$ cat src/hw/rtl/rlfe_pkg.sv
// Shared types, codes and frame constants of the radar link frame engine.
package rlfe_pkg;

    localparam logic [1:0] CMD_SEND = 2'd0;
    localparam logic [1:0] CMD_ARM  = 2'd1;
    localparam logic [1:0] CMD_RX   = 2'd2;
    localparam logic [1:0] CMD_TICK = 2'd3;

    localparam logic [2:0] KIND_TX           = 3'd0;
    localparam logic [2:0] KIND_ACK_DONE     = 3'd1;
    localparam logic [2:0] KIND_ACK_TIMEOUT  = 3'd2;
    localparam logic [2:0] KIND_DATA_VALUE   = 3'd3;
    localparam logic [2:0] KIND_DATA_TIMEOUT = 3'd4;

    localparam logic [16:0] TICK_MAX = 17'h1FFFF;

    localparam logic [3:0] LAST_IDX_SHORT = 4'd11;
    localparam logic [3:0] LAST_IDX_LONG  = 4'd13;

    localparam logic [7:0] ACK_HEAD [4]  = '{8'hfd, 8'hfc, 8'hfb, 8'hfa};
    localparam logic [7:0] DATA_HEAD [4] = '{8'hf4, 8'hf3, 8'hf2, 8'hf1};
    localparam logic [7:0] FOOTER [4]    = '{8'h04, 8'h03, 8'h02, 8'h01};

    typedef enum logic [1:0] {
        W_IDLE = 2'd0,
        W_ACK  = 2'd1,
        W_DATA = 2'd2
    } t_wait_mode;

    typedef struct packed {
        logic        is_send;
        logic [2:0]  kind;
        logic [7:0]  ack_length;
        logic [31:0] raw_value;
        logic [7:0]  command_code;
        logic        has_argument;
        logic [15:0] argument;
    } t_entry;

    typedef struct packed {
        logic full;
        logic empty;
    } t_fifo_stat;

    // Byte idx of an outgoing command frame; short frames skip the argument bytes.
    function automatic logic [7:0] f_frame_byte(logic [3:0] idx, logic longf,
                                                logic [7:0] code, logic [15:0] arg);
        logic [3:0] p;
        logic [7:0] b;
        p = (!longf && idx >= 4'd8) ? idx + 4'd2 : idx;
        case (p)
            4'd0:    b = ACK_HEAD[0];
            4'd1:    b = ACK_HEAD[1];
            4'd2:    b = ACK_HEAD[2];
            4'd3:    b = ACK_HEAD[3];
            4'd4:    b = longf ? 8'd4 : 8'd2;
            4'd6:    b = code;
            4'd8:    b = arg[7:0];
            4'd9:    b = arg[15:8];
            4'd10:   b = FOOTER[0];
            4'd11:   b = FOOTER[1];
            4'd12:   b = FOOTER[2];
            4'd13:   b = FOOTER[3];
            default: b = 8'h00;
        endcase
        return b;
    endfunction

endpackage

$ cat src/hw/rtl/rlfe_front.sv
// Front end: accepts transactions, runs wait state, matchers and timeout, queues results.
module rlfe_front import rlfe_pkg::*; (
    input  logic        i_clk,
    input  logic        i_rst_n,
    input  logic        i_cfg_we,
    input  logic [15:0] i_cfg_data,
    input  logic        i_accept,
    input  logic [1:0]  i_cmd,
    input  logic [7:0]  i_command_code,
    input  logic        i_has_argument,
    input  logic [15:0] i_argument,
    input  logic [7:0]  i_rx_byte,
    output logic        o_push,
    output t_entry      o_entry
);

    t_wait_mode  r_mode, n_mode;
    logic [8:0]  r_pos, n_pos;
    logic [7:0]  r_len, n_len;
    logic [23:0] r_vbytes, n_vbytes;
    logic [16:0] r_elapsed, n_elapsed;
    logic        r_seen, n_seen;
    logic [15:0] r_timeout;

    logic [16:0] tick_inc;
    logic        live;
    logic [8:0]  ack_end;
    logic [4:0]  vshift;

    assign tick_inc = (r_elapsed != TICK_MAX) ? r_elapsed + 17'd1 : r_elapsed;
    assign live     = (r_mode == W_ACK) || (r_mode == W_DATA && !r_seen);
    assign ack_end  = {1'b0, r_len} + 9'd6;
    assign vshift   = {r_pos[1:0] - 2'd2, 3'b000};

    // next state
    always_comb begin
        n_mode    = r_mode;
        n_pos     = r_pos;
        n_len     = r_len;
        n_vbytes  = r_vbytes;
        n_elapsed = r_elapsed;
        n_seen    = r_seen;
        if (i_accept) begin
            unique case (i_cmd) inside
                CMD_SEND, CMD_ARM: begin
                    n_mode    = (i_cmd == CMD_SEND) ? W_ACK : W_DATA;
                    n_pos     = '0;
                    n_len     = '0;
                    n_vbytes  = '0;
                    n_elapsed = '0;
                    n_seen    = 1'b0;
                end
                CMD_RX: begin
                    if (r_mode == W_ACK) begin
                        if (r_pos < 9'd4) begin
                            n_pos = (i_rx_byte == ACK_HEAD[r_pos[1:0]]) ? r_pos + 9'd1 : '0;
                        end else if (r_pos == 9'd4) begin
                            n_len = i_rx_byte;
                            n_pos = 9'd5;
                        end else if (r_pos < ack_end) begin
                            n_pos = r_pos + 9'd1;
                        end else begin
                            n_mode    = W_IDLE;
                            n_pos     = '0;
                            n_len     = '0;
                            n_vbytes  = '0;
                            n_elapsed = '0;
                            n_seen    = 1'b0;
                        end
                    end else if (r_mode == W_DATA) begin
                        if (r_pos < 9'd4) begin
                            n_pos = (i_rx_byte == DATA_HEAD[r_pos[1:0]]) ? r_pos + 9'd1 : '0;
                        end else if (r_pos == 9'd4) begin
                            n_len = i_rx_byte;
                            n_pos = 9'd5;
                        end else if (r_pos == 9'd5) begin
                            n_pos = 9'd6;
                        end else if (r_pos < 9'd9) begin
                            n_vbytes = r_vbytes | ({16'h0, i_rx_byte} << vshift);
                            n_pos    = r_pos + 9'd1;
                        end else begin
                            n_vbytes = '0;
                            n_pos    = '0;
                            n_seen   = 1'b1;
                        end
                    end
                end
                CMD_TICK: begin
                    if (live && r_timeout != 16'd0) begin
                        n_elapsed = tick_inc;
                        if (tick_inc > {1'b0, r_timeout}) begin
                            n_mode    = W_IDLE;
                            n_pos     = '0;
                            n_len     = '0;
                            n_vbytes  = '0;
                            n_elapsed = '0;
                            n_seen    = 1'b0;
                        end
                    end
                end
                default: ;
            endcase
        end
    end

    // outputs
    always_comb begin
        o_push                = 1'b0;
        o_entry               = '0;
        o_entry.command_code  = i_command_code;
        o_entry.has_argument  = i_has_argument;
        o_entry.argument      = i_argument;
        if (i_accept) begin
            unique case (i_cmd)
                CMD_SEND: begin
                    o_push          = 1'b1;
                    o_entry.is_send = 1'b1;
                    o_entry.kind    = KIND_TX;
                end
                CMD_RX: begin
                    if (r_mode == W_ACK && r_pos > 9'd4 && r_pos >= ack_end) begin
                        o_push             = 1'b1;
                        o_entry.kind       = KIND_ACK_DONE;
                        o_entry.ack_length = r_len;
                    end else if (r_mode == W_DATA && r_pos == 9'd9) begin
                        o_push            = 1'b1;
                        o_entry.kind      = KIND_DATA_VALUE;
                        o_entry.raw_value = {i_rx_byte, r_vbytes};
                    end
                end
                CMD_TICK: begin
                    if (live && r_timeout != 16'd0 && tick_inc > {1'b0, r_timeout}) begin
                        o_push       = 1'b1;
                        o_entry.kind = (r_mode == W_ACK) ? KIND_ACK_TIMEOUT : KIND_DATA_TIMEOUT;
                    end
                end
                default: ;
            endcase
        end
    end

    always_ff @(posedge i_clk) begin
        if (!i_rst_n) begin
            r_mode    <= W_IDLE;
            r_pos     <= '0;
            r_len     <= '0;
            r_vbytes  <= '0;
            r_elapsed <= '0;
            r_seen    <= 1'b0;
            r_timeout <= '0;
        end else begin
            r_mode    <= n_mode;
            r_pos     <= n_pos;
            r_len     <= n_len;
            r_vbytes  <= n_vbytes;
            r_elapsed <= n_elapsed;
            r_seen    <= n_seen;
            if (i_cfg_we) begin
                r_timeout <= i_cfg_data;
            end
        end
    end

endmodule

$ cat src/hw/rtl/rlfe_fifo.sv
// Short queue of pending result entries between front and back end.
module rlfe_fifo import rlfe_pkg::*; #(
    parameter int DEPTH = 4
) (
    input  logic       i_clk,
    input  logic       i_rst_n,
    input  logic       i_push,
    input  t_entry     i_entry,
    input  logic       i_pop,
    output t_entry     o_entry,
    output t_fifo_stat o_stat
);

    localparam int AW = (DEPTH > 1) ? $clog2(DEPTH) : 1;
    localparam int CW = $clog2(DEPTH + 1);
    localparam logic [AW-1:0] PTR_LAST = AW'(DEPTH - 1);
    localparam logic [CW-1:0] CNT_FULL = CW'(DEPTH);

    t_entry        r_mem [DEPTH];
    logic [AW-1:0] r_wr, r_rd;
    logic [CW-1:0] r_cnt;
    logic          do_push, do_pop;

    assign o_stat.full  = (r_cnt == CNT_FULL);
    assign o_stat.empty = (r_cnt == '0);
    assign do_push      = i_push && !o_stat.full;
    assign do_pop       = i_pop && !o_stat.empty;
    assign o_entry      = r_mem[r_rd];

    always_ff @(posedge i_clk) begin
        if (do_push) begin
            r_mem[r_wr] <= i_entry;
        end
    end

    always_ff @(posedge i_clk) begin
        if (!i_rst_n) begin
            r_wr  <= '0;
            r_rd  <= '0;
            r_cnt <= '0;
        end else begin
            if (do_push) begin
                r_wr <= (r_wr == PTR_LAST) ? '0 : r_wr + AW'(1);
            end
            if (do_pop) begin
                r_rd <= (r_rd == PTR_LAST) ? '0 : r_rd + AW'(1);
            end
            if (do_push && !do_pop) begin
                r_cnt <= r_cnt + CW'(1);
            end else if (do_pop && !do_push) begin
                r_cnt <= r_cnt - CW'(1);
            end
        end
    end

endmodule

$ cat src/hw/rtl/rlfe_back.sv
// Back end: expands queued entries into result transactions through an output register.
module rlfe_back import rlfe_pkg::*; (
    input  logic        i_clk,
    input  logic        i_rst_n,
    input  t_entry      i_entry,
    input  t_fifo_stat  i_stat,
    output logic        o_pop,
    output logic        o_valid,
    input  logic        i_ready,
    output logic [2:0]  o_kind,
    output logic [7:0]  o_tx_byte,
    output logic [7:0]  o_ack_length,
    output logic [31:0] o_raw_value,
    output logic        o_last
);

    t_entry      r_ent;
    logic        r_busy;
    logic [3:0]  r_idx;
    logic        r_out_valid;
    logic [2:0]  r_kind;
    logic [7:0]  r_tx_byte;
    logic [7:0]  r_ack_length;
    logic [31:0] r_raw_value;
    logic        r_last;

    logic        can_load, emit, final_res;

    assign can_load  = !r_out_valid || i_ready;
    assign emit      = r_busy && can_load;
    assign final_res = !r_ent.is_send ||
                       (r_idx == (r_ent.has_argument ? LAST_IDX_LONG : LAST_IDX_SHORT));
    assign o_pop     = !i_stat.empty && (!r_busy || (emit && final_res));

    always_ff @(posedge i_clk) begin
        if (o_pop) begin
            r_ent <= i_entry;
        end
        if (emit) begin
            r_kind       <= r_ent.kind;
            r_tx_byte    <= r_ent.is_send ?
                            f_frame_byte(r_idx, r_ent.has_argument,
                                         r_ent.command_code, r_ent.argument) : 8'h00;
            r_ack_length <= r_ent.ack_length;
            r_raw_value  <= r_ent.raw_value;
            r_last       <= final_res;
        end
    end

    always_ff @(posedge i_clk) begin
        if (!i_rst_n) begin
            r_busy      <= 1'b0;
            r_idx       <= '0;
            r_out_valid <= 1'b0;
        end else begin
            if (o_pop) begin
                r_busy <= 1'b1;
                r_idx  <= '0;
            end else if (emit) begin
                r_idx <= r_idx + 4'd1;
                if (final_res) begin
                    r_busy <= 1'b0;
                end
            end
            if (emit) begin
                r_out_valid <= 1'b1;
            end else if (i_ready) begin
                r_out_valid <= 1'b0;
            end
        end
    end

    assign o_valid      = r_out_valid;
    assign o_kind       = r_kind;
    assign o_tx_byte    = r_tx_byte;
    assign o_ack_length = r_ack_length;
    assign o_raw_value  = r_raw_value;
    assign o_last       = r_last;

endmodule

$ cat src/hw/rtl/radar_link_frame_engine_core.sv
// Top level of the radar link frame engine: front end, result queue, back end.
// Path: result queue, back-end entry register, back-end output register.
// Throughput: one input transaction per cycle while the result queue has room;
// the back end's output register delivers one result per cycle unless i_ready
// stalls it; a send yields 12 (short) or 14 (long) results, other items one.
// Reset: synchronous, active low; clears the wait, timeout register and queue.
module radar_link_frame_engine_core import rlfe_pkg::*; #(
    parameter int QUEUE_DEPTH = 4
) (
    input  logic        i_clk,
    input  logic        i_rst_n,
    input  logic        i_cfg_we,
    input  logic [15:0] i_cfg_data,
    input  logic        i_valid,
    output logic        o_ready,
    input  logic [1:0]  i_cmd,
    input  logic [7:0]  i_command_code,
    input  logic        i_has_argument,
    input  logic [15:0] i_argument,
    input  logic [7:0]  i_rx_byte,
    output logic        o_valid,
    input  logic        i_ready,
    output logic [2:0]  o_kind,
    output logic [7:0]  o_tx_byte,
    output logic [7:0]  o_ack_length,
    output logic [31:0] o_raw_value,
    output logic        o_last
);

    logic       accept, push, pop;
    t_entry     push_entry, head_entry;
    t_fifo_stat fifo_stat;

    assign o_ready = !fifo_stat.full;
    assign accept  = i_valid && o_ready;

    rlfe_front u_front (
        .i_clk          (i_clk),
        .i_rst_n        (i_rst_n),
        .i_cfg_we       (i_cfg_we),
        .i_cfg_data     (i_cfg_data),
        .i_accept       (accept),
        .i_cmd          (i_cmd),
        .i_command_code (i_command_code),
        .i_has_argument (i_has_argument),
        .i_argument     (i_argument),
        .i_rx_byte      (i_rx_byte),
        .o_push         (push),
        .o_entry        (push_entry)
    );

    rlfe_fifo #(
        .DEPTH (QUEUE_DEPTH)
    ) u_fifo (
        .i_clk   (i_clk),
        .i_rst_n (i_rst_n),
        .i_push  (push),
        .i_entry (push_entry),
        .i_pop   (pop),
        .o_entry (head_entry),
        .o_stat  (fifo_stat)
    );

    rlfe_back u_back (
        .i_clk        (i_clk),
        .i_rst_n      (i_rst_n),
        .i_entry      (head_entry),
        .i_stat       (fifo_stat),
        .o_pop        (pop),
        .o_valid      (o_valid),
        .i_ready      (i_ready),
        .o_kind       (o_kind),
        .o_tx_byte    (o_tx_byte),
        .o_ack_length (o_ack_length),
        .o_raw_value  (o_raw_value),
        .o_last       (o_last)
    );

`ifndef SYNTH
    a_no_push_when_full: assert property (@(posedge i_clk) disable iff (!i_rst_n)
        push |-> !fifo_stat.full)
        else $error("result entry pushed into full queue");

    a_pop_not_empty: assert property (@(posedge i_clk) disable iff (!i_rst_n)
        pop |-> !fifo_stat.empty)
        else $error("pop from empty queue");

    a_single_is_last: assert property (@(posedge i_clk) disable iff (!i_rst_n)
        (o_valid && o_kind != KIND_TX) |-> o_last)
        else $error("status result without last flag");

    a_status_fields: assert property (@(posedge i_clk) disable iff (!i_rst_n)
        (o_valid && o_kind != KIND_TX) |-> (o_tx_byte == 8'h00))
        else $error("status result carries a transmit byte");
`endif

endmodule
$ cat config.mk
export PLATFORM = sky130hd
export DESIGN_NAME = radar_link_frame_engine_core
export DESIGN_NICKNAME = d
export VERILOG_FILES = /design/src/hw/rtl/rlfe_pkg.sv /design/src/hw/rtl/rlfe_front.sv /design/src/hw/rtl/rlfe_fifo.sv /design/src/hw/rtl/rlfe_back.sv /design/src/hw/rtl/radar_link_frame_engine_core.sv
export SDC_FILE = /design/constraint.sdc
export NUM_CORES = 1
export LEC_CHECK = 0
export BUFFER_PORTS_ARGS = -buffer_cell sky130_fd_sc_hd__buf_2
export CAP_MARGIN = 20
export CORE_MARGIN = 5
export CORE_UTILIZATION = 35
export CTS_BUF_LIST = sky130_fd_sc_hd__clkbuf_8
export CTS_CLUSTER_DIAMETER = 100
export DETAILED_ROUTE_END_ITERATION = 12
export PLACE_DENSITY = 0.49
export SKIP_CTS_REPAIR_TIMING = 1
export SLEW_MARGIN = 20
export SYNTH_ARGS = -nofsm -noshare
export SYNTH_HDL_FRONTEND = slang
export SYNTH_SLANG_ARGS = --single-unit
$ cat constraint.sdc
create_clock -name i_clk -period 6.01 [get_ports i_clk]
set_input_delay 0.601 -clock i_clk [delete_from_list [all_inputs] [get_ports i_clk]]
set_output_delay 0.601 -clock i_clk [all_outputs]
set_load 0.005 [all_outputs]
==> results of run 1 <==
[cell type report]
cell class / instances / share of cell area (%)
Clock buffer: 91 / 5.51
Clock inverter: 66 / 1.88
Inverter: 36 / 0.594
Multi-Input combinational cell: 669 / 24.2
Sequential cell: 487 / 60.4
Tap cell: 748 / 4.12
Timing Repair Buffer: 130 / 3.31
[cell usage after synthesis (9+ instances only)]
master / n
clkbuf_1: 34
edfxtp_1: 397
and3_1: 12
nor2_1: 74
xor2_1: 15
dfxtp_1: 90
o21ai_0: 27
a21oi_1: 44
and2_1: 44
mux2i_1: 29
nor3_1: 11
or4_1: 9
xnor2_1: 15
mux4_2: 69
a31oi_1: 38
buf_1: 9
nand2_1: 84
nand3_1: 19
nor4_1: 9
o22ai_1: 10
ha_1: 44
inv_1: 36
nand4_1: 15
or3_1: 11
[layer usage]
layer,GRT usage [%],routed length (um)
met3,2.99,1720
met2,23.6,21400
met1,18.7,19300
met4,5.15,816
met5,0,0
[sequential cells by signal, indices dropped and copies added (netlist names), 2 cells and up]
| signal | count |
|---|---|
| u_back.r_ent | 69 |
| u_fifo.r_cnt | 3 |
| u_front.r_mode | 2 |
| u_fifo.r_wr | 2 |
| u_back.o_raw_value | 32 |
| u_front.r_timeout | 16 |
| u_back.o_kind | 3 |
| u_back.r_idx | 4 |
| u_fifo.r_mem | 276 |
| u_front.r_elapsed | 17 |
| u_fifo.r_rd | 2 |
| u_front.r_len | 8 |
| u_back.o_tx_byte | 8 |
| u_front.r_pos | 9 |
| u_back.o_ack_length | 8 |
| u_front.r_vbytes | 24 |
[cells by family after synthesis]
| logic type | share of synthesized area [%] |
|---|---|
| muxes | 9.49 |
| AOI/OAI and AO/OA | 5.80 |
| buffers and inverters | 1.75 |
| xor gates and xnor gates | 1.34 |
| adders and majority gates | 2.92 |
| DFF | 70.2 |
| and+or+nand+nor | 8.49 |
[report_power, final]
group	total [mW]	switching, mW	internal (mW)
clock network	2.97	1.34	1.62
logic	1.32	0.749	0.570
registers	4.59	0.268	4.32
[critical path, stage by stage (launching register included)]
cell and delay (ps):
dfxtp_1 420, and4_1 320, and4_1 310, nand4_1 230
or2_2 370, xnor2_1 130, ha_1 300, nand3_1 110
nor4_1 380, a21boi_1 290, o31a_1 310, o21ai_0 200
a31oi_1 180, buf_4 180, ha_1 180, inv_1 60
fa_1 370, xor2_1 180, or3_1 300, a21oi_1 140
[worst paths after layout]
check	to	slack (ps)	start
worst max-delay path	u_fifo.r_cnt[2]	930	u_front.r_elapsed[3]
worst min-delay path	u_fifo.r_mem[0][16]	160	i_has_argument
worst min register to register	u_back.o_raw_value[23]	420	u_back.r_ent[48]
worst max register to register	u_fifo.r_cnt[2]	930	u_front.r_elapsed[3]
[layout by cell type (no fill, tap or decap), types with 10 or more instances in the layout]
cell,count
mux4_2,69
xnor2_1,15
o21ai_0,27
nor2_1,74
buf_4,17
and3_1,12
ha_1,44
a21oi_1,44
buf_2,109
dfxtp_1,88
nand2_1,84
mux2i_1,29
xor2_1,15
clkbuf_8,91
clkinv_1,22
nand4_1,15
or3_1,11
nand3_1,19
o22ai_1,10
a31oi_1,38
inv_1,59
edfxtp_1,397
nor3_1,11
and2_1,40
==> results.json, run 1 <==
{
  "rsz0062_at_grt": "false",
  "syn_avg_cell_area_um2": 15.7,
  "viasPerCell": 4.94,
  "syn_nets": 1344,
  "dpl.hpwl_um": 26800,
  "min_period_ps": 5080,
  "antenna_left": 0,
  "p_leak_nw": 7.93,
  "cts_sinks": 487,
  "ys_ff_latch": 487,
  "track_usage_pct": 14.3,
  "synth_enable_flop_cells": 397,
  "utilization_pct": 41.2,
  "clockRootBuffer": "clkbuf_8",
  "numCtsBuffers": 85,
  "path_max_fanout": 7,
  "finalCritPeriodShare_pct": 84.5,
  "die_h_um": 246,
  "path_class": "flop to flop",
  "design_area_um2": 22700,
  "crit_path_end_kind": "flop",
  "stdcell_count": 2227,
  "clockBufferDepth": 3,
  "start_util_pct": 35.4,
  "core_region_area_um2": 55200,
  "cts_tree": "done",
  "htree_levels": 3,
  "hp-class": "primary input to flop",
  "final.setup_skew_ps": 32.0,
  "netlist_area_um2": 19500,
  "synth-seq-area-share_pct": 70.2,
  "gp_congestion": 0.787,
  "final_hold_viol_count": 0,
  "powerDensity_nw_per_um2": 390,
  "peakVddDrop_v": 0.000160,
  "drv_cap": 0,
  "synth_cell_types": 70,
  "totalNegativeSetupSlack_ps": 0,
  "clkTransAtPathRegs_ps": 60,
  "layout-drive-gt1-share_pct": 22.9,
  "hold_ws_ps": 162,
  "clk_latency_ps": 660,
  "fin_nets": 1510,
  "worstSetupStartpointType": "flop",
  "grt_pass1_vias": 11500,
  "place_ws_ps": 948,
  "ys.warnings.count": 0,
  "slew_headroom_pct": 34.7,
  "dp.cells": 2070,
  "synth_top_cell_by_area": "edfxtp_1",
  "drcViolationCount": 0,
  "outcome": "complete, no violations",
  "regArea_um2": 13700,
  "power_mw": 8.88,
  "grt_remaining_overflow": 0,
  "max_freq_mhz": 197,
  "antenna_found_initial": 0,
  "die_w_um": 246,
  "wl_per_cell_um": 19.4,
  "port_buffers": 109,
  "initialDrtViolationCount": 611,
  "setup_viol": 0,
  "synthTopCellsByArea": "edfxtp_1 61%, dfxtp_1 9.2%, mux4_2 7.9%",
  "io_pins": 110,
  "cp.required_ps": 6570,
  "num-fill-cells": 5108,
  "first_pass_iters": 5,
  "placed_cell_area_um2": 21100,
  "holdPathStages": 1,
  "tightest_slew_ps": 973,
  "async_flop_share_pct": 0,
  "multi_input_area_um2": 5500,
  "synth_top_area_share_pct": 61.0,
  "grt_pass1_wl_um": 67000,
  "ys.flop_type": "edfxtp_1",
  "grt_max_degree": 70,
  "insertedDiodeCount": 0,
  "rows": 86,
  "setup_ws_ps": 930,
  "netlist_instances": 1243,
  "die_area_um2": 60700,
  "final_max_slew_viol_count": 0,
  "worstPathArrival_ps": 5640,
  "reg2reg_depth": 19,
  "routed_wl_um": 43200,
  "vias": 11000,
  "area_delta_synth_final_pct": 16.3
}
Note: power is estimated with default switching activity, not from simulation.
==> run 2, diff against run 1 <==
==> constraint.sdc (replaced) <==
create_clock -name i_clk -period 5.1 [get_ports i_clk]
set_input_delay 0.51 -clock i_clk [delete_from_list [all_inputs] [get_ports i_clk]]
set_output_delay 0.51 -clock i_clk [all_outputs]
set_load 0.005 [all_outputs]
==> run 2 against run 1 <==
  * Critical path depth down 1
  * Fmax up 8.3%
  * Sequential share of layout area down 0.45 points
  * Critical endpoint unchanged
  * Largest power group unchanged
==> results.json, run 2 (synthesized netlist as in run 1, its figures left out) <==
{
  "antenna_found_initial": 2,
  "crit_chain": "and4_2, and4_1, nand4_1, or2_2, xnor2_1, ha_1, nand3_1, nor4_2, a21boi_2, o31a_1, o21ai_0, a31oi_1, ha_1, inv_1, fa_1, xor2_1, or3_1, a21oi_1",
  "finalCritPeriodShare_pct": 91.9,
  "layout_commonest_cell": "edfxtp_1",
  "wl_per_cell_um": 19.6,
  "utilization_pct": 41.5,
  "final.setup_skew_ps": 38.1,
  "track_usage_pct": 14.4,
  "min_period_ps": 4690,
  "setup_viol": 0,
  "clockRootBuffer": "clkbuf_8",
  "path_common_cell": "ha_1",
  "path_buf_inv": 1,
  "slew_headroom_pct": 39.4,
  "cts_tree": "done",
  "first_pass_iters": 4,
  "cp_slowest_cell": "dfxtp_1",
  "viasPerCell": 4.96,
  "antenna_left": 0,
  "htree_levels": 3,
  "rows": 86,
  "grt_max_degree": 57,
  "peakVddDrop_v": 0.000201,
  "start_util_pct": 35.4,
  "layout-drive-gt1-share_pct": 23.6,
  "path_class": "flop to flop",
  "p_clk_share_pct": 33.4,
  "p_switching_mw": 2.84,
  "largest_reg_flops": 276,
  "initialDrtViolationCount": 662,
  "final_cell_mix": "397 x edfxtp_1, 109 x buf_2, 89 x clkbuf_8",
  "core_region_area_um2": 55200,
  "clkTransAtPathRegs_ps": 60,
  "dp.cells": 2076,
  "vias": 11100,
  "p_seq_share_pct": 51.4,
  "final_max_slew_viol_count": 0,
  "drv_cap": 0,
  "routed_wl_um": 44000,
  "worstSetupStartpointType": "flop",
  "crit_path_end_kind": "flop",
  "crit_family": "simple AND/OR/NAND/NOR gates",
  "cp.required_ps": 5660,
  "max_freq_mhz": 213,
  "gp_congestion": 0.814,
  "fin_nets": 1518,
  "clk_latency_ps": 660,
  "swShare_pct": 27.0,
  "die_area_um2": 60700,
  "powerDensity_nw_per_um2": 459,
  "grt_pass1_wl_um": 67700,
  "top_register": "u_fifo.r_mem",
  "area_delta_synth_final_pct": 17.2,
  "grt_remaining_overflow": 0,
  "final_hold_viol_count": 0,
  "hp-class": "primary input to flop",
  "hold_ws_ps": 70.9,
  "worstPathArrival_ps": 5250,
  "die_h_um": 246,
  "grt_pass1_vias": 11600,
  "path_max_fanout": 8,
  "numCtsBuffers": 86,
  "drcViolationCount": 0,
  "rsz0062_at_grt": "false",
  "r2r_setup_slack_ps": 410,
  "cts_sinks": 487,
  "dpl.hpwl_um": 27900,
  "port_buffers": 109,
  "die_w_um": 246,
  "clockBufferDepth": 3,
  "combPwrFrac_pct": 15.2,
  "outcome": "complete, no violations",
  "max_stage_delay_ps": 420,
  "stdcell_count": 2237,
  "power_mw": 10.5,
  "p_leak_nw": 7.99,
  "io_pins": 110,
  "totalNegativeSetupSlack_ps": 0,
  "p_int_mw": 7.67,
  "tightest_slew_ps": 910
}
==> run 2: cell types whose count changed in the layout (fill, tap and decap cells not counted), sizes merged <==
| cell | change |
|---|---|
| clkbuf | -2 |
| inv | +2 |
| buf | +7 |
| diode | +1 |
| clkinv | +2 |
==> run 2: metal layers <==
layer / track usage (%) / wire (um) / part of all wire, %
met1: 19.0 / 19500 / 44
met2: 24.2 / 21600 / 49
met3: 3.07 / 1910 / 4.3
met4: 4.38 / 951 / 2.2
met5: 0 / 13 / 0.030
==> run 2: final timing paths <==
kind / start / to / cells past startpoint
setup / recovery: u_front.r_elapsed[2] / u_fifo.r_cnt[2] / 18
hold / removal: i_argument[14] / u_fifo.r_mem[2][14] / 1
setup reg to reg: u_front.r_elapsed[2] / u_fifo.r_cnt[2] / 18
hold reg to reg: u_back.r_ent[39] / u_back.o_raw_value[14] / 0
==> run 2: through the flow <==
stage          setup WS (ps)  area (um2)
4_1_cts                  180       22900
3_3_place_gp             385       21200
3_5_place_dp             222       21200
2_1_floorplan            448       19600
5_1_grt                 36.5       22900
6_report                 411       22900
==> run 2: final cells by class <==
type / instances / area, um2
Fill cell: 5061 / 32300
Sequential cell: 487 / 13700
Multi-Input combinational cell: 669 / 5530
Clock buffer: 89 / 1220
Tap cell: 748 / 936
Timing Repair Buffer: 137 / 881
Clock inverter: 70 / 463
Inverter: 36 / 135
Antenna cell: 1 / 2.50
==> run 2: power groups by stage <==
stage / Sequential, mW / Combinational (mW) / Clock [mW]
2_1_floorplan: 5.33 / 1.08 / 0
3_3_place_gp: 5.50 / 1.64 / 0
3_5_place_dp: 5.51 / 1.66 / 0
4_1_cts: 5.43 / 1.66 / 3.64
5_1_grt: 5.47 / 1.76 / 3.83
6_report: 5.41 / 1.60 / 3.51
